## src/hdl/lsw_pkg.sv

```systemverilog
// Shared types, constants and width helpers for the LED strip wheel frame driver.
package lsw_pkg;

    localparam int MAX_LEDS_DEF    = 32;
    localparam int BITS_PER_LED    = 24;
    localparam int QUEUE_DEPTH_DEF = 2;
    localparam int CFG_W           = 6;

    localparam logic [CFG_W-1:0] LED_COUNT_RESET = 6'd32;

    localparam logic [2:0] CMD_SET   = 3'd0;
    localparam logic [2:0] CMD_FILL  = 3'd1;
    localparam logic [2:0] CMD_WHEEL = 3'd2;
    localparam logic [2:0] CMD_START = 3'd3;
    localparam logic [2:0] CMD_TICK  = 3'd4;

    typedef enum logic [1:0] {
        OP_SET,
        OP_FILL,
        OP_START,
        OP_TICK
    } op_kind_t;

    typedef struct packed {
        logic [2:0]  command;
        logic [7:0]  pixel_index;
        logic [23:0] color_word;
        logic [9:0]  level;
    } in_word_t;

    typedef struct packed {
        logic data_bit;
        logic frame_last;
    } out_word_t;

    typedef struct packed {
        op_kind_t    kind;
        logic [7:0]  idx;
        logic [23:0] color;
    } op_t;

    // Width that holds both the config field and any LED count up to max_leds.
    function automatic int cnt_w(input int max_leds);
        return ($clog2(max_leds + 1) > CFG_W) ? $clog2(max_leds + 1) : CFG_W;
    endfunction

endpackage

```

## src/hdl/lsw_ram.sv

```systemverilog
// Generic single-port-write, registered-read RAM.
module lsw_ram #(
    parameter int WIDTH = 24,
    parameter int DEPTH = 32,
    parameter int AW    = (DEPTH > 1) ? $clog2(DEPTH) : 1
) (
    input  logic             aclk,
    input  logic             we,
    input  logic [AW-1:0]    waddr,
    input  logic [WIDTH-1:0] wdata,
    input  logic [AW-1:0]    raddr,
    output logic [WIDTH-1:0] rdata
);

    logic [WIDTH-1:0] mem_reg [DEPTH];
    logic [WIDTH-1:0] rd_data_reg;

    always_ff @(posedge aclk) begin
        if (we) begin
            mem_reg[waddr] <= wdata;
        end
        rd_data_reg <= mem_reg[raddr];
    end

    assign rdata = rd_data_reg;

endmodule

```

## src/hdl/lsw_front.sv

```systemverilog
// Front end: accept command words, compute wheel colors, and classify them into ops.
module lsw_front (
    input  logic              aclk,
    input  logic              aresetn,
    input  logic              s_valid,
    output logic              s_ready,
    input  lsw_pkg::in_word_t s_word,
    output logic              push_valid,
    input  logic              push_ready,
    output lsw_pkg::op_t      push_op
);
    import lsw_pkg::*;

    // floor(level/31) and floor(d*226/93) by reciprocal multiply
    localparam logic [10:0] RECIP_LO = 11'd1058;
    localparam logic [22:0] RECIP_HI = 23'd5096526;

    logic        stage_valid_reg, stage_valid_next;
    logic [2:0]  cmd_reg;
    logic [7:0]  idx_reg;
    logic [23:0] color_reg;
    logic [7:0]  pos_reg, pos_next;

    logic        advance;
    logic        cmd_known;
    logic [20:0] prod_lo;
    logic [9:0]  level_off;
    logic [29:0] prod_hi;

    function automatic logic [23:0] wheel_color(input logic [7:0] pos);
        logic [6:0] r;
        logic [6:0] g;
        logic [6:0] b;
        if (!pos[7]) begin
            r = 7'd127 - pos[6:0];
            g = pos[6:0];
            b = 7'd0;
        end else begin
            r = 7'd0;
            g = 7'd127 - pos[6:0];
            b = pos[6:0];
        end
        return {1'b1, g, 1'b1, r, 1'b1, b};
    endfunction

    always_comb begin
        prod_lo   = 21'(s_word.level) * 21'(RECIP_LO);
        level_off = s_word.level - 10'd931;
        prod_hi   = 30'(level_off[6:0]) * 30'(RECIP_HI);
        if (s_word.level > 10'd930) begin
            pos_next = prod_hi[28:21] + 8'd30;
        end else begin
            pos_next = {2'b00, prod_lo[20:15]};
        end
    end

    always_comb begin
        cmd_known     = 1'b1;
        push_op.kind  = OP_TICK;
        push_op.idx   = idx_reg;
        push_op.color = color_reg;
        case (cmd_reg)
            CMD_SET: begin
                push_op.kind = OP_SET;
            end
            CMD_FILL: begin
                push_op.kind = OP_FILL;
            end
            CMD_WHEEL: begin
                push_op.kind  = OP_FILL;
                push_op.color = wheel_color(pos_reg);
            end
            CMD_START: begin
                push_op.kind = OP_START;
            end
            CMD_TICK: begin
                push_op.kind = OP_TICK;
            end
            default: begin
                cmd_known = 1'b0;
            end
        endcase
    end

    // Drop unknown codes from the stage without a push.
    assign push_valid       = stage_valid_reg && cmd_known;
    assign advance          = !stage_valid_reg || !cmd_known || push_ready;
    assign s_ready          = advance;
    assign stage_valid_next = advance ? s_valid : stage_valid_reg;

    always_ff @(posedge aclk) begin
        if (!aresetn) begin
            stage_valid_reg <= 1'b0;
        end else begin
            stage_valid_reg <= stage_valid_next;
        end
        if (advance && s_valid) begin
            cmd_reg   <= s_word.command;
            idx_reg   <= s_word.pixel_index;
            color_reg <= s_word.color_word;
            pos_reg   <= pos_next;
        end
    end

endmodule

```

## src/hdl/lsw_queue.sv

```systemverilog
// Short op queue between the front end and the back end.
module lsw_queue #(
    parameter int DEPTH = lsw_pkg::QUEUE_DEPTH_DEF
) (
    input  logic         aclk,
    input  logic         aresetn,
    input  logic         push_valid,
    output logic         push_ready,
    input  lsw_pkg::op_t push_op,
    output logic         pop_valid,
    input  logic         pop_ready,
    output lsw_pkg::op_t pop_op
);
    import lsw_pkg::*;

    localparam int PTR_W = (DEPTH > 1) ? $clog2(DEPTH) : 1;
    localparam int CNT_W = $clog2(DEPTH + 1);

    op_t              fifo_reg [DEPTH];
    logic [PTR_W-1:0] wr_ptr_reg, wr_ptr_next;
    logic [PTR_W-1:0] rd_ptr_reg, rd_ptr_next;
    logic [CNT_W-1:0] count_reg, count_next;
    logic             push_fire;
    logic             pop_fire;

    assign push_ready = (count_reg != CNT_W'(DEPTH));
    assign pop_valid  = (count_reg != '0);
    assign push_fire  = push_valid && push_ready;
    assign pop_fire   = pop_valid && pop_ready;
    assign pop_op     = fifo_reg[rd_ptr_reg];

    always_comb begin
        wr_ptr_next = wr_ptr_reg;
        rd_ptr_next = rd_ptr_reg;
        count_next  = count_reg;
        if (push_fire) begin
            wr_ptr_next = (wr_ptr_reg == PTR_W'(DEPTH - 1)) ? '0 : wr_ptr_reg + PTR_W'(1);
        end
        if (pop_fire) begin
            rd_ptr_next = (rd_ptr_reg == PTR_W'(DEPTH - 1)) ? '0 : rd_ptr_reg + PTR_W'(1);
        end
        if (push_fire && !pop_fire) begin
            count_next = count_reg + CNT_W'(1);
        end else if (pop_fire && !push_fire) begin
            count_next = count_reg - CNT_W'(1);
        end
    end

    always_ff @(posedge aclk) begin
        if (!aresetn) begin
            wr_ptr_reg <= '0;
            rd_ptr_reg <= '0;
            count_reg  <= '0;
        end else begin
            wr_ptr_reg <= wr_ptr_next;
            rd_ptr_reg <= rd_ptr_next;
            count_reg  <= count_next;
        end
        if (push_fire) begin
            fifo_reg[wr_ptr_reg] <= push_op;
        end
    end

endmodule

```

## src/hdl/lsw_back.sv

```systemverilog
// Back end: execute ops on the pixel store and serialize frames one bit per tick.
module lsw_back #(
    parameter int MAX_LEDS = lsw_pkg::MAX_LEDS_DEF,
    parameter int CW       = lsw_pkg::cnt_w(MAX_LEDS),
    parameter int AW       = (MAX_LEDS > 1) ? $clog2(MAX_LEDS) : 1
) (
    input  logic               aclk,
    input  logic               aresetn,
    input  logic [CW-1:0]      eff_count,
    input  logic               pop_valid,
    output logic               pop_ready,
    input  lsw_pkg::op_t       pop_op,
    output logic               ram_we,
    output logic [AW-1:0]      ram_waddr,
    output logic [23:0]        ram_wdata,
    output logic [AW-1:0]      ram_raddr,
    input  logic [23:0]        ram_rdata,
    output logic               out_valid,
    input  logic               out_ready,
    output lsw_pkg::out_word_t out_word
);
    import lsw_pkg::*;

    localparam int PW  = $clog2(2 * BITS_PER_LED + BITS_PER_LED * MAX_LEDS + 1);
    localparam int LW  = $clog2(MAX_LEDS + 2);
    localparam int BW  = $clog2(BITS_PER_LED);
    localparam int IXW = (CW > 8) ? CW : 8;

    typedef enum logic {
        ST_RUN,
        ST_FILL
    } back_state_t;

    back_state_t     state_reg, state_next;
    logic            frame_active_reg, frame_active_next;
    logic [PW-1:0]   p_reg, p_next;
    logic [LW-1:0]   led_reg, led_next;
    logic [BW-1:0]   bitc_reg, bitc_next;
    logic [CW-1:0]   fill_idx_reg, fill_idx_next;
    logic [23:0]     fill_color_reg, fill_color_next;
    logic [MAX_LEDS-1:0] valid_reg, valid_next;
    logic            m_valid_reg, m_valid_next;
    out_word_t       m_word_reg, m_word_next;

    logic [PW-1:0]   n24;
    logic [PW-1:0]   pix_lo;
    logic            in_pix;
    logic            last_bit;
    logic            out_free;
    logic            pop_fire;
    logic            emit;
    logic            set_wr;
    logic            fill_wr;
    logic [23:0]     px_word;
    logic [BW-1:0]   sh;
    logic            px_bit;

    assign n24    = PW'(eff_count) * PW'(BITS_PER_LED);
    assign pix_lo = PW'(BITS_PER_LED);
    assign in_pix   = (p_reg >= pix_lo) && (p_reg < n24 + pix_lo);
    assign last_bit = (p_reg + PW'(1)) >= (n24 + pix_lo + pix_lo);

    assign out_free  = !m_valid_reg || out_ready;
    assign pop_ready = (state_reg == ST_RUN) &&
                       (!frame_active_reg || (pop_op.kind != OP_TICK) || out_free);
    assign pop_fire  = pop_valid && pop_ready;
    assign emit      = pop_fire && frame_active_reg && (pop_op.kind == OP_TICK);

    assign set_wr  = pop_fire && !frame_active_reg && (pop_op.kind == OP_SET) &&
                     (IXW'(pop_op.idx) < IXW'(eff_count));
    assign fill_wr = (state_reg == ST_FILL);

    assign ram_we    = set_wr || fill_wr;
    assign ram_waddr = fill_wr ? fill_idx_reg[AW-1:0] : pop_op.idx[AW-1:0];
    assign ram_wdata = fill_wr ? fill_color_reg : pop_op.color;
    // Read the pixel the counter moves to, so its word is ready on the next tick.
    assign ram_raddr = led_next[AW-1:0];

    assign px_word = valid_reg[led_reg[AW-1:0]] ? ram_rdata : 24'd0;
    assign sh      = BW'(BITS_PER_LED - 1) - bitc_reg;
    assign px_bit  = in_pix ? px_word[sh] : 1'b0;

    always_comb begin
        state_next        = state_reg;
        frame_active_next = frame_active_reg;
        p_next            = p_reg;
        led_next          = led_reg;
        bitc_next         = bitc_reg;
        fill_idx_next     = fill_idx_reg;
        fill_color_next   = fill_color_reg;
        valid_next        = valid_reg;
        m_valid_next      = m_valid_reg && !out_ready;
        m_word_next       = m_word_reg;

        if (ram_we) begin
            valid_next[ram_waddr] = 1'b1;
        end

        if (fill_wr) begin
            fill_idx_next = fill_idx_reg + CW'(1);
            if ((fill_idx_reg + CW'(1)) == eff_count) begin
                state_next = ST_RUN;
            end
        end

        if (emit) begin
            m_valid_next         = 1'b1;
            m_word_next.data_bit   = px_bit;
            m_word_next.frame_last = last_bit;
            if (last_bit) begin
                frame_active_next = 1'b0;
                p_next            = '0;
                led_next          = '0;
                bitc_next         = '0;
            end else begin
                p_next = p_reg + PW'(1);
                if (p_reg >= pix_lo) begin
                    if (bitc_reg == BW'(BITS_PER_LED - 1)) begin
                        bitc_next = '0;
                        led_next  = led_reg + LW'(1);
                    end else begin
                        bitc_next = bitc_reg + BW'(1);
                    end
                end
            end
        end else if (pop_fire && !frame_active_reg) begin
            case (pop_op.kind)
                OP_FILL: begin
                    if (eff_count != '0) begin
                        state_next      = ST_FILL;
                        fill_idx_next   = '0;
                        fill_color_next = pop_op.color;
                    end
                end
                OP_START: begin
                    frame_active_next = 1'b1;
                    p_next            = '0;
                    led_next          = '0;
                    bitc_next         = '0;
                end
                default: begin
                end
            endcase
        end
    end

    always_ff @(posedge aclk) begin
        if (!aresetn) begin
            state_reg        <= ST_RUN;
            frame_active_reg <= 1'b0;
            p_reg            <= '0;
            led_reg          <= '0;
            bitc_reg         <= '0;
            valid_reg        <= '0;
            m_valid_reg      <= 1'b0;
        end else begin
            state_reg        <= state_next;
            frame_active_reg <= frame_active_next;
            p_reg            <= p_next;
            led_reg          <= led_next;
            bitc_reg         <= bitc_next;
            valid_reg        <= valid_next;
            m_valid_reg      <= m_valid_next;
        end
        fill_idx_reg   <= fill_idx_next;
        fill_color_reg <= fill_color_next;
        m_word_reg     <= m_word_next;
    end

    assign out_valid = m_valid_reg;
    assign out_word  = m_word_reg;

`ifndef ASSERT_OFF
    a_fill_outside_frame: assert property (@(posedge aclk) disable iff (!aresetn)
        (state_reg == ST_FILL) |-> !frame_active_reg)
        else $error("store fill running during a frame");

    a_idle_counters_clear: assert property (@(posedge aclk) disable iff (!aresetn)
        !frame_active_reg |-> (p_reg == '0 && led_reg == '0 && bitc_reg == '0))
        else $error("frame counters not cleared while idle");

    a_bit_count_range: assert property (@(posedge aclk) disable iff (!aresetn)
        bitc_reg <= BW'(BITS_PER_LED - 1))
        else $error("bit counter out of range");

    a_last_ends_frame: assert property (@(posedge aclk) disable iff (!aresetn)
        (emit && last_bit) |=> (!frame_active_reg && m_valid_reg && m_word_reg.frame_last))
        else $error("final bit did not close the frame");
`endif

endmodule

```

## src/hdl/led_strip_wheel_frame_driver_core.sv

```systemverilog
// Top level of the LED strip wheel frame driver: config register, front end, queue, back end.
//
// Usage:
//   s_valid/s_ready/s_word carry command words: set pixel, fill color, fill with a
//   wheel color picked from a 10-bit level, start frame, tick. m_valid/m_ready/m_word
//   return one word per tick of an active frame: the serial data bit and a flag on the
//   frame's final bit. A frame is 24 zeros, each stored pixel MSB first, then 24 zeros.
//   cfg_wr_en/cfg_wr_data write the LED count (clamped to MAX_LEDS); write it only when
//   no command is in flight.
//   Path: a tick passes the input stage, then the queue, and the back end loads the
//   output register that drives m_valid. Throughput: one word per cycle for set pixel,
//   start and tick while m_ready keeps the output register free; a fill holds the back
//   end while it writes each LED's pixel through the single RAM write port. The queue and
//   input stage take up to three more words while a fill walks the store.
//   Reset: the store reads as all zero through per-entry valid flags, so no clearing
//   pass is needed; the frame is idle and the LED count returns to 32.
//   Stall: when m_ready is low the result word holds in the output register, the next
//   tick waits in the queue, and s_ready drops once the queue and input stage fill.
module led_strip_wheel_frame_driver_core #(
    parameter int MAX_LEDS    = lsw_pkg::MAX_LEDS_DEF,
    parameter int QUEUE_DEPTH = lsw_pkg::QUEUE_DEPTH_DEF
) (
    input  logic                      aclk,
    input  logic                      aresetn,
    input  logic                      cfg_wr_en,
    input  logic [lsw_pkg::CFG_W-1:0] cfg_wr_data,
    input  logic                      s_valid,
    output logic                      s_ready,
    input  lsw_pkg::in_word_t         s_word,
    output logic                      m_valid,
    input  logic                      m_ready,
    output lsw_pkg::out_word_t        m_word
);
    import lsw_pkg::*;

    localparam int CW = cnt_w(MAX_LEDS);
    localparam int AW = (MAX_LEDS > 1) ? $clog2(MAX_LEDS) : 1;

    logic [CFG_W-1:0] led_count_reg, led_count_next;
    logic [CW-1:0]    eff_count;

    logic    push_valid;
    logic    push_ready;
    op_t     push_op;
    logic    pop_valid;
    logic    pop_ready;
    op_t     pop_op;

    logic          ram_we;
    logic [AW-1:0] ram_waddr;
    logic [23:0]   ram_wdata;
    logic [AW-1:0] ram_raddr;
    logic [23:0]   ram_rdata;

    // Latch the LED count on every write; no handshake.
    assign led_count_next = cfg_wr_en ? cfg_wr_data : led_count_reg;

    always_ff @(posedge aclk) begin
        if (!aresetn) begin
            led_count_reg <= LED_COUNT_RESET;
        end else begin
            led_count_reg <= led_count_next;
        end
    end

    // Clamp the count to what the store holds.
    assign eff_count = (CW'(led_count_reg) > CW'(MAX_LEDS)) ? CW'(MAX_LEDS)
                                                             : CW'(led_count_reg);

    lsw_front u_front (
        .aclk       (aclk),
        .aresetn    (aresetn),
        .s_valid    (s_valid),
        .s_ready    (s_ready),
        .s_word     (s_word),
        .push_valid (push_valid),
        .push_ready (push_ready),
        .push_op    (push_op)
    );

    lsw_queue #(
        .DEPTH (QUEUE_DEPTH)
    ) u_queue (
        .aclk       (aclk),
        .aresetn    (aresetn),
        .push_valid (push_valid),
        .push_ready (push_ready),
        .push_op    (push_op),
        .pop_valid  (pop_valid),
        .pop_ready  (pop_ready),
        .pop_op     (pop_op)
    );

    lsw_ram #(
        .WIDTH (BITS_PER_LED),
        .DEPTH (MAX_LEDS),
        .AW    (AW)
    ) u_store (
        .aclk  (aclk),
        .we    (ram_we),
        .waddr (ram_waddr),
        .wdata (ram_wdata),
        .raddr (ram_raddr),
        .rdata (ram_rdata)
    );

    lsw_back #(
        .MAX_LEDS (MAX_LEDS),
        .CW       (CW),
        .AW       (AW)
    ) u_back (
        .aclk      (aclk),
        .aresetn   (aresetn),
        .eff_count (eff_count),
        .pop_valid (pop_valid),
        .pop_ready (pop_ready),
        .pop_op    (pop_op),
        .ram_we    (ram_we),
        .ram_waddr (ram_waddr),
        .ram_wdata (ram_wdata),
        .ram_raddr (ram_raddr),
        .ram_rdata (ram_rdata),
        .out_valid (m_valid),
        .out_ready (m_ready),
        .out_word  (m_word)
    );

endmodule

```

## config.mk

```make
export PLATFORM = sky130hd
export DESIGN_NAME = led_strip_wheel_frame_driver_core
export DESIGN_NICKNAME = d
export VERILOG_FILES = /design/src/hdl/lsw_pkg.sv /design/src/hdl/lsw_ram.sv /design/src/hdl/lsw_front.sv /design/src/hdl/lsw_queue.sv /design/src/hdl/lsw_back.sv /design/src/hdl/led_strip_wheel_frame_driver_core.sv
export SDC_FILE = /design/constraint.sdc
export NUM_CORES = 1
export LEC_CHECK = 0
export ABC_AREA = 1
export BUFFER_PORTS_ARGS = -buffer_cell sky130_fd_sc_hd__buf_2
export CAP_MARGIN = 20
export CORE_MARGIN = 2
export CORE_UTILIZATION = 32
export CTS_CLUSTER_DIAMETER = 100
export DETAILED_ROUTE_END_ITERATION = 16
export PLACE_DENSITY = 0.53
export SETUP_SLACK_MARGIN = 0.15
export SLEW_MARGIN = 5
export SYNTH_ARGS = -nofsm -noshare
export SYNTH_HDL_FRONTEND = slang
export SYNTH_SLANG_ARGS = --single-unit
```

## constraint.sdc

```tcl
create_clock -name aclk -period 16.7 [get_ports aclk]
set_input_delay 3.34 -clock aclk [delete_from_list [all_inputs] [get_ports aclk]]
set_output_delay 3.34 -clock aclk [all_outputs]
set_load 0.03 [all_outputs]
```

==> qor.tcl, run 1 <==
set qor(met1Wirelength_microns) 57640
set qor(dpl-instance-area_sq_um) 50180
set qor(fin_crit_sh_pct) 49.30
set qor(stdcell_area_sq_um) 53770
set qor(timing.hold.worst.class) {flop to flop}
set qor(detail_route.iter0.violations) 2548
set qor(gr-total-overflow) 0
set qor(synth_common_cells) {sky130_fd_sc_hd__edfxtp_1 (905), sky130_fd_sc_hd__nand2_1 (826), sky130_fd_sc_hd__nand3_1 (819), sky130_fd_sc_hd__inv_1 (687), sky130_fd_sc_hd__nand3b_1 (292)}
set qor(power_frac_seq_pct) 45.7
set qor(yosys-top-cells-area) {sky130_fd_sc_hd__edfxtp_1 (57%), sky130_fd_sc_hd__nand3_1 (8.6%), sky130_fd_sc_hd__nand2_1 (6.5%), sky130_fd_sc_hd__inv_1 (5.4%), sky130_fd_sc_hd__nand3b_1 (4.6%)}
set qor(max_slew_margin_pct) 26.90
set qor(post-synth-top-count-cell) {sky130_fd_sc_hd__edfxtp_1}
set qor(wl_per_cell_microns) 18.79
set qor(critPathKind) {input port to flop}
set qor(ys_warn_count) 0
set qor(gp_congestion) 0.8354
set qor(clock-sinks) 1002
set qor(slew_viol_final) 0
set qor(synth.largest_area_cell) {sky130_fd_sc_hd__edfxtp_1}
set qor(report.power.total_uw) 6940
set qor(totalNegativeSetupSlack_ns) 0
set qor(detail_route_met2_wl_microns) 58890
set qor(core_region_area_sq_um) 147800
set qor(largest_net_degree_at_the_start_of_global_routing) 191
set qor(endpoint_kind) {flop}
set qor(worst_clock_skew_ns) 0.02123
set qor(synth_mux_area_share_pct) 0.4957
set qor(area.growth.synth_to_final_pct) 12.71
set qor(grt_pass1_wl_microns) 191400
set qor(netlist_area_sq_um) 47710
set qor(total_via_count_after_detailed_routing) 32320
set qor(clkPwrFrac_pct) 34.6
set qor(dp_hpwl_microns) 70200
set qor(status) {completed}
set qor(synth_top_area_share_pct) 56.96
set qor(cts_buffer_depth) 3
set qor(largest_reg_flops) 768
set qor(syn-instance-count) 4602
set qor(setup_repair_after_global_routing_missed_its_margin) {no}
set qor(maxCapViolations) 0
set qor(num-nets-final) 4849
set qor(clock.fmax_ghz) 0.1215
set qor(number_of_port_buffers) 59
set qor(dr_drc_count) 0
set qor(topRoutingLayerUsed) {met5}
set qor(num_antenna_cells) 0
set qor(synth.yosys.seq_area_share_pct) 61.03
set qor(cts_max_level) 3
set qor(share_of_total_power_consumed_by_net_switching_pct) 29.20
set qor(die_y_microns) 390.1
set qor(track_usage_pct) 16.26
set qor(grt_antenna_before_repair) 4
set qor(cts_repair_resize_count) 0
set qor(timing.critical_path.fanout_max) 10
set qor(cts_hold_buffers) 0
set qor(netlist-cell-type-count) 58
set qor(synth_net_count) 4829
set qor(power.net_switching_uw) 2027
set qor(ios) 60
set qor(die_area_sq_um) 152200
set qor(synth_adder_area_share_pct) 4.831
set qor(final_hold_viol_count) 0
set qor(synth.ff_latch_count) 1002
set qor(avgViaCountPerCell) 4.864
set qor(postCtsSetupBuffers) 0
set qor(synthesized_area_fraction_occupied_by_ao_oa_aoi_and_oai_cells_pct) 2.987
set qor(dominantRegCellSynth) {sky130_fd_sc_hd__edfxtp_1}
set qor(synth-xor-area-share_pct) 0.5691
set qor(critical_path_arrival_ns) 8.67
set qor(power.ir.vdd_worst_mv) 0.08186
set qor(cp.required_ns) 17.13
set qor(synth_top_family_by_area) {simple AND/OR/NAND/NOR gates}
set qor(routed_wirelength_microns) 124800
set qor(total_leakage_power_uw) 0.02149
set qor(worst_pin_slew_ns) 1.097
set qor(synthSimpleGateAreaFrac_pct) 22.18
set qor(antenna_left) 0
set qor(cts.root.buffer_cell) {sky130_fd_sc_hd__clkbuf_16}
set qor(clkTransAtPathRegs_ns) 0.06
set qor(start_kind) {input port}
set qor(syn_area_per_cell_sq_um) 10.37
set qor(period_minus_slack_ns) 8.233
set qor(filler_cell_count) 14600
set qor(layout-drive-gt1-share_pct) 8.316
set qor(synth_enable_flop_cells) 905
set qor(timing.final.setup_violations) 0
set qor(power_report.internal_total_uw) 4913
set qor(cts-buffers-inserted) 108
set qor(place_ws_ns) 7.776
set qor(rrSetupSlack_ns) 8.95
set qor(setup_slack_ns) 8.467
set qor(detailed_routing_iteration_count_for_the_pre_antenna_repair_pass) 5
set qor(placement_rows) 141
set qor(met3RoutedLength_microns) 5515
set qor(tritoncts) {built}
set qor(die_x_microns) 390.1
set qor(clock_latency_ns) 0.69
set qor(ys_async_sr_fraction_pct) 0
set qor(pwr-share-comb_pct) 19.6
set qor(effective_utilization_at_floorplan_pct) 32.27
set qor(power_per_cell_area_nw_per_um2) 129.1
set qor(grt_pass1_vias) 31380
==> metrics by stage <==
stage          util, %  hold slack [ns]  std cells
4_1_cts          36.36           0.4470       6643
3_3_place_gp     33.94           0.4343       6441
2_1_floorplan        -           0.4215       4602
3_5_place_dp     33.94           0.4338       6441
6_report         36.37           0.4455       6644
5_1_grt          36.37           0.4545       6644
==> final timing paths <==
path	startpoint	endpoint	depth (start not counted)
min reg2reg	u_back.valid_reg[9]$_SDFFE_PN0N_	u_back.valid_reg[9]$_SDFFE_PN0N_	2
max	s_word[0]	u_front.pos_reg[5]$_DFFE_PP_	25
max reg2reg	led_count_reg[5]$_SDFFE_PN1P_	u_store.rdata[7]$_DFF_P_	34
min	u_back.valid_reg[9]$_SDFFE_PN0N_	u_back.valid_reg[9]$_SDFFE_PN0N_	2
==> final cells by class <==
| class | count | area, sq um | share of cell area [%] |
|---|---|---|---|
| repair buffers | 146 | 973.4 | 1.810 |
| multi-input cells | 2662 | 15040 | 27.98 |
| clock inverters | 68 | 595.6 | 1.108 |
| flip-flops and latches | 1002 | 29120 | 54.15 |
| clock buffers | 134 | 2978 | 5.538 |
| well taps | 1930 | 2415 | 4.491 |
| inverters | 702 | 2646 | 4.921 |
==> worst max-delay path, stage by stage <==
cell and delay, ns:
sky130_fd_sc_hd__buf_2 0.21, sky130_fd_sc_hd__ha_1 0.27, sky130_fd_sc_hd__nor2_1 0.18, sky130_fd_sc_hd__nand2_1 0.07
sky130_fd_sc_hd__nand2_1 0.07, sky130_fd_sc_hd__xor2_1 0.44, sky130_fd_sc_hd__inv_1 0.28, sky130_fd_sc_hd__ha_1 0.39
sky130_fd_sc_hd__inv_1 0.09, sky130_fd_sc_hd__fa_1 0.52, sky130_fd_sc_hd__fa_1 0.55, sky130_fd_sc_hd__inv_1 0.05
sky130_fd_sc_hd__ha_1 0.29, sky130_fd_sc_hd__ha_1 0.39, sky130_fd_sc_hd__a21oi_1 0.20, sky130_fd_sc_hd__o21ai_0 0.18
sky130_fd_sc_hd__a21oi_1 0.15, sky130_fd_sc_hd__o21a_1 0.15, sky130_fd_sc_hd__nand3b_1 0.07, sky130_fd_sc_hd__nand2_1 0.14
sky130_fd_sc_hd__ha_1 0.21, sky130_fd_sc_hd__nand3_1 0.12, sky130_fd_sc_hd__xor2_1 0.17, sky130_fd_sc_hd__nand2_1 0.07
sky130_fd_sc_hd__nand2_1 0.05
==> metal layers <==
layer | track usage [%] | vias up
li1 | - | 15670
met5 | 0 | -
met4 | 4.107 | 2
met3 | 2.079 | 180
met2 | 27.03 | 716
met1 | 22.42 | 15750
==> power groups by stage <==
stage | Clock [uW] | Sequential (uW) | Combinational (uW)
final | 2400 | 3170 | 1360
after global routing | 2550 | 3180 | 1530
after CTS | 2450 | 3170 | 1360
after detailed placement | 0 | 3230 | 1360
after global placement | 0 | 3230 | 1360
after floorplan | 0 | 3230 | 840
==> cell usage in the layout, fill, tap and decap left out, drive strengths merged, types with 2 or more instances in the layout <==
master and instances:
nand3b 292, o21a 5, nand3 821, clkinvlp 5, ha 149, nand4 37
nand2 832, bufinv 10, buf 146, dfxtp 97, edfxtp 905, a41oi 2
a21o 3, a21oi 94, o21ai 91, mux2 21, clkbuf 134, o211ai 3
inv 698, a31oi 28, o21bai 3, a31o 2, xor2 20, fa 22
nor3 17, clkinv 57, a211oi 2, nor2 179, xnor2 11, or2 9
o221ai 8
==> cell families (layout without fill, tap and decap cells) <==
kind of cell	Yosys count	in the layout
AOI/OAI and AO/OA	248	248
adders and majority gates	171	171
muxes	21	21
DFF	1002	1002
xor gates and xnor gates	31	31
and+or+nand+nor	2191	2191
buffers and inverters	938	1050
(Power assumes the default switching activity.)
==> run 2: changes to the inputs <==
Settings changed: ABC_AREA 1 to 0, PLACE_DENSITY 0.53 to 0.55.
Clock period 16.7 ns to 6.8 ns, I/O delays scaled along.
==> qor.tcl, run 2 <==
set qor(status) {completed} ;# unchanged
set qor(clkTransAtPathRegs_ns) 0.06 ;# about the same
set qor(cp.required_ns) 7.22 ;# was 17.13 ns
set qor(power_per_cell_area_nw_per_um2) 310.8 ;# was 129.1 nW/um^2
set qor(avgViaCountPerCell) 5.022 ;# was 4.864
set qor(track_usage_pct) 15.51 ;# was 16.26%
set qor(syn-instance-count) 3157 ;# was 4,602
set qor(critical_path_arrival_ns) 6.61 ;# was 8.67 ns
set qor(critical_path.max_stage_delay_ns) 0.55 ;# about the same
set qor(synth_net_count) 3384 ;# was 4,829
set qor(core_region_area_sq_um) 135000 ;# was 147,800 sq um
set qor(slew_viol_final) 0 ;# unchanged
set qor(yosys-top-cells-area) {sky130_fd_sc_hd__edfxtp_1 (63%), sky130_fd_sc_hd__nand2_1 (4.8%), sky130_fd_sc_hd__dfxtp_1 (4.5%), sky130_fd_sc_hd__ha_1 (4.3%), sky130_fd_sc_hd__mux2_2 (2.1%)} ;# was sky130_fd_sc_hd__edfxtp_1 (57%), sky130_fd_sc_hd__nand3_1 (8.6%), sky130_fd_sc_hd__nand2_1 (6.5%), sky130_fd_sc_hd__inv_1 (5.4%), sky130_fd_sc_hd__nand3b_1 (4.6%)
set qor(worst_path_most_repeated_cell) {sky130_fd_sc_hd__fa_1}
set qor(synth.largest_area_cell) {sky130_fd_sc_hd__edfxtp_1} ;# unchanged
set qor(report.power.total_uw) 15620 ;# was 6940 uW
set qor(stdcell_area_sq_um) 50250 ;# was 53,770 sq um
set qor(cts_buffer_depth) 3 ;# unchanged
set qor(synth.yosys.seq_area_share_pct) 67.10 ;# was 61.03%
set qor(detailed_routing_iteration_count_for_the_pre_antenna_repair_pass) 7 ;# was 5
set qor(ys_warn_count) 0 ;# unchanged
set qor(synth_top_area_share_pct) 62.63 ;# was 56.96%
set qor(period_minus_slack_ns) 6.188
set qor(worst_clock_skew_ns) 0.04133 ;# was 0.02123 ns
set qor(post-synth-top-count-cell) {sky130_fd_sc_hd__edfxtp_1} ;# unchanged
set qor(setup_slack_ns) 0.6124 ;# was 8.467 ns
set qor(syn_area_per_cell_sq_um) 13.74 ;# was 10.37 sq um
set qor(dr_drc_count) 0 ;# unchanged
set qor(ys_async_sr_fraction_pct) 0 ;# unchanged
set qor(power.ir.vdd_worst_mv) 0.2080 ;# was 0.08186 mV
set qor(start_kind) {input port} ;# unchanged
set qor(timing.critical_path.fanout_max) 5 ;# was 10
set qor(dpl-instance-area_sq_um) 46690 ;# was 50,180 sq um
set qor(fin_crit_sh_pct) 90.99
set qor(postCtsSetupBuffers) 0 ;# unchanged
set qor(gr-total-overflow) 0 ;# unchanged
set qor(timing.hold.worst.class) {flop to flop} ;# unchanged
set qor(final_hold_viol_count) 0 ;# unchanged
set qor(number_of_port_buffers) 59 ;# unchanged
set qor(wl_per_cell_microns) 21.00 ;# was 18.79 microns
set qor(cts.root.buffer_cell) {sky130_fd_sc_hd__clkbuf_16} ;# unchanged
set qor(effective_utilization_at_floorplan_pct) 32.15 ;# was 32.27%
set qor(largest_net_degree_at_the_start_of_global_routing) 78 ;# was 191
set qor(synth_common_cells) {sky130_fd_sc_hd__edfxtp_1 (905), sky130_fd_sc_hd__nand2_1 (559), sky130_fd_sc_hd__nand3_1 (174), sky130_fd_sc_hd__ha_1 (149), sky130_fd_sc_hd__dfxtp_1 (97)} ;# was sky130_fd_sc_hd__edfxtp_1 (905), sky130_fd_sc_hd__nand2_1 (826), sky130_fd_sc_hd__nand3_1 (819), sky130_fd_sc_hd__inv_1 (687), sky130_fd_sc_hd__nand3b_1 (292)
set qor(filler_cell_count) 12730 ;# was 14,600
set qor(timing.critical_path.max_delay_family) {adder cells} ;# unchanged
set qor(routed_wirelength_microns) 108400 ;# was 124,800 microns
set qor(clock-sinks) 1002 ;# unchanged
set qor(detail_route.iter0.violations) 2079 ;# was 2,548
set qor(die_x_microns) 372.2 ;# was 390.1 microns
set qor(critical_path.n_buffers_inverters) 4 ;# unchanged
set qor(placement_rows) 135 ;# was 141
set qor(place_ws_ns) -0.09115 ;# was 7.776 ns
set qor(netlist_area_sq_um) 43390 ;# was 47,710 sq um
set qor(cts-buffers-inserted) 106 ;# was 108
set qor(die_area_sq_um) 138600 ;# was 152,200 sq um
set qor(critical_path.cell_chain) {buf_2, or3_4, o21ai_4, xor2_4, inv_2, fa_1, inv_1, fa_1, fa_1, inv_1, ha_1, ha_4, nand2_1, nor3_2, o211ai_1, a311o_1, o211ai_1, ha_2, nand3_1, a21oi_1, a41o_1, o31a_1, o21ai_0, nor3b_1}
set qor(clock.fmax_ghz) 0.1616
set qor(setup_repair_after_global_routing_missed_its_margin) {no} ;# unchanged
set qor(grt_antenna_before_repair) 1 ;# was 4
set qor(die_y_microns) 372.2 ;# was 390.1 microns
set qor(synth_enable_flop_cells) 905 ;# unchanged
set qor(total_leakage_power_uw) 0.01740 ;# was 0.02149 uW
set qor(layout-drive-gt1-share_pct) 17.43 ;# was 8.316%
set qor(max_slew_margin_pct) 25.04 ;# was 26.90%
set qor(ios) 60 ;# unchanged
set qor(area.growth.synth_to_final_pct) 15.82 ;# was 12.71%
set qor(worst_pin_slew_ns) 1.122 ;# was 1.097 ns
set qor(crit_path_top_delay_cell) {sky130_fd_sc_hd__fa_1} ;# unchanged
set qor(grt_pass1_wl_microns) 162800 ;# was 191,400 microns
set qor(totalNegativeSetupSlack_ns) 0 ;# unchanged
set qor(num-nets-final) 3516 ;# was 4,849
set qor(antenna_left) 0 ;# unchanged
set qor(dp_hpwl_microns) 63990 ;# was 70,200 microns
set qor(tritoncts) {built} ;# unchanged
set qor(commonest_non_fill_non_tap_cell_in_the_layout) {sky130_fd_sc_hd__edfxtp_1} ;# unchanged
set qor(endpoint_kind) {flop} ;# unchanged
set qor(cts_max_level) 3 ;# unchanged
set qor(netlist-cell-type-count) 87 ;# was 58
set qor(commonest_cells_after_routing_fill_and_taps_aside) {sky130_fd_sc_hd__edfxtp_1 (905), sky130_fd_sc_hd__nand2_1 (558), sky130_fd_sc_hd__nand3_1 (174), sky130_fd_sc_hd__ha_1 (147), sky130_fd_sc_hd__buf_4 (115)} ;# was sky130_fd_sc_hd__edfxtp_1 (905), sky130_fd_sc_hd__nand2_1 (826), sky130_fd_sc_hd__nand3_1 (819), sky130_fd_sc_hd__inv_1 (685), sky130_fd_sc_hd__nand3b_1 (292)
set qor(critPathKind) {input port to flop} ;# unchanged
set qor(maxCapViolations) 0 ;# unchanged
set qor(dominantRegCellSynth) {sky130_fd_sc_hd__edfxtp_1} ;# unchanged
set qor(largest_reg_flops) 768 ;# unchanged
set qor(timing.final.setup_violations) 0 ;# unchanged
set qor(total_via_count_after_detailed_routing) 25920 ;# was 32,320
set qor(synth.ff_latch_count) 1002 ;# unchanged
set qor(clock_latency_ns) 0.69 ;# about the same
set qor(grt_pass1_vias) 25990 ;# was 31,380
set qor(gp_congestion) 0.7763 ;# was 0.8354
[run 2: cells by family after synthesis]
family,Yosys count,share of synthesized area (%)
buf+inv,264,2.783
flops,1002,67.10
fa+ha+maj,172,5.334
xor+xnor,58,1.171
compound gates,454,7.930
simple gates,1049,11.51
mux,158,4.170
[run 2: worst reg2reg max path, cell delays in order (launching register included)]
cell	delay, ns
sky130_fd_sc_hd__dfxtp_2	0.43
sky130_fd_sc_hd__nand2b_1	0.26
sky130_fd_sc_hd__inv_1	0.16
sky130_fd_sc_hd__ha_1	0.26
sky130_fd_sc_hd__ha_1	0.20
sky130_fd_sc_hd__a21oi_1	0.19
sky130_fd_sc_hd__xnor2_1	0.14
sky130_fd_sc_hd__xnor2_1	0.29
sky130_fd_sc_hd__inv_1	0.11
sky130_fd_sc_hd__or3_1	0.39
sky130_fd_sc_hd__nor3_1	0.18
sky130_fd_sc_hd__xor2_1	0.10
sky130_fd_sc_hd__ha_1	0.31
sky130_fd_sc_hd__nand2_1	0.08
sky130_fd_sc_hd__a211o_1	0.44
sky130_fd_sc_hd__a32oi_1	0.45
sky130_fd_sc_hd__o31a_4	0.42
sky130_fd_sc_hd__buf_12	0.23
sky130_fd_sc_hd__buf_12	0.21
sky130_fd_sc_hd__a211oi_1	0.09
sky130_fd_sc_hd__a31o_2	0.22
sky130_fd_sc_hd__a222oi_1	0.63
sky130_fd_sc_hd__nor4b_2	0.29
[run 2: where the power goes]
group	switching, uW	internal (uW)	leakage [uW]
Combinational	1540	847	0.00673
Sequential	67.1	7340	0.00897
Clock	2380	3440	0.00170
Total	3980	11600	0.0174
[run 2: layout make-up]
| type | instances | area [sq um] | share of cell area [%] |
|---|---|---|---|
| diodes | 2 | 5.005 | 0.009959 |
| clock buffers | 149 | 2917 | 5.804 |
| clock inverters | 49 | 583.1 | 1.160 |
| inverters | 87 | 327.8 | 0.6523 |
| multi-input cells | 1891 | 13380 | 26.62 |
| flip-flops and latches | 1002 | 29120 | 57.95 |
| well taps | 1781 | 2228 | 4.434 |
| repair buffers | 201 | 1697 | 3.376 |
[run 2: worst paths after layout]
| path | slack (ns) | cells after the start | from | to |
|---|---|---|---|---|
| worst max register to register | 0.66 | 22 | led_count_reg[5]$_SDFFE_PN1P_ | u_store.rdata[6]$_DFF_P_ |
| worst min-delay path | 0.44 | 0 | u_front.idx_reg[1]$_DFFE_PP_ | u_queue.fifo_reg[1][25]$_DFFE_PP_ |
| worst max-delay path | 0.61 | 24 | s_word[4] | u_front.pos_reg[7]$_SDFFCE_PN0P_ |
| worst min register to register | 0.44 | 0 | u_front.idx_reg[1]$_DFFE_PP_ | u_queue.fifo_reg[1][25]$_DFFE_PP_ |
[run 2: repair_timing]
action	4_1_cts	5_1_grt
setup endpoints to repair	0	17
hold buffers	0	0
gates resized for setup	0	2
[run 2: per-stage QoR]
stage	hold WS (ns)	std cells	utilization [%]
6_report	0.4447	5162	37.24
3_5_place_dp	0.4361	4959	34.60
2_1_floorplan	0.4215	3157	-
3_3_place_gp	0.4271	4957	34.56
4_1_cts	0.4467	5157	37.19
5_1_grt	0.4614	5160	37.23
[run 2: metal layers]
metal	GRT usage (%)	vias to the layer above	part of all wire [%]	wire length, microns
met3	2.137	155	4.9	5298
li1	-	12160	-	-
met1	20.45	13030	44	47600
met4	4.172	0	2.0	2166
met5	0	-	0	0
met2	26.64	584	49	53340
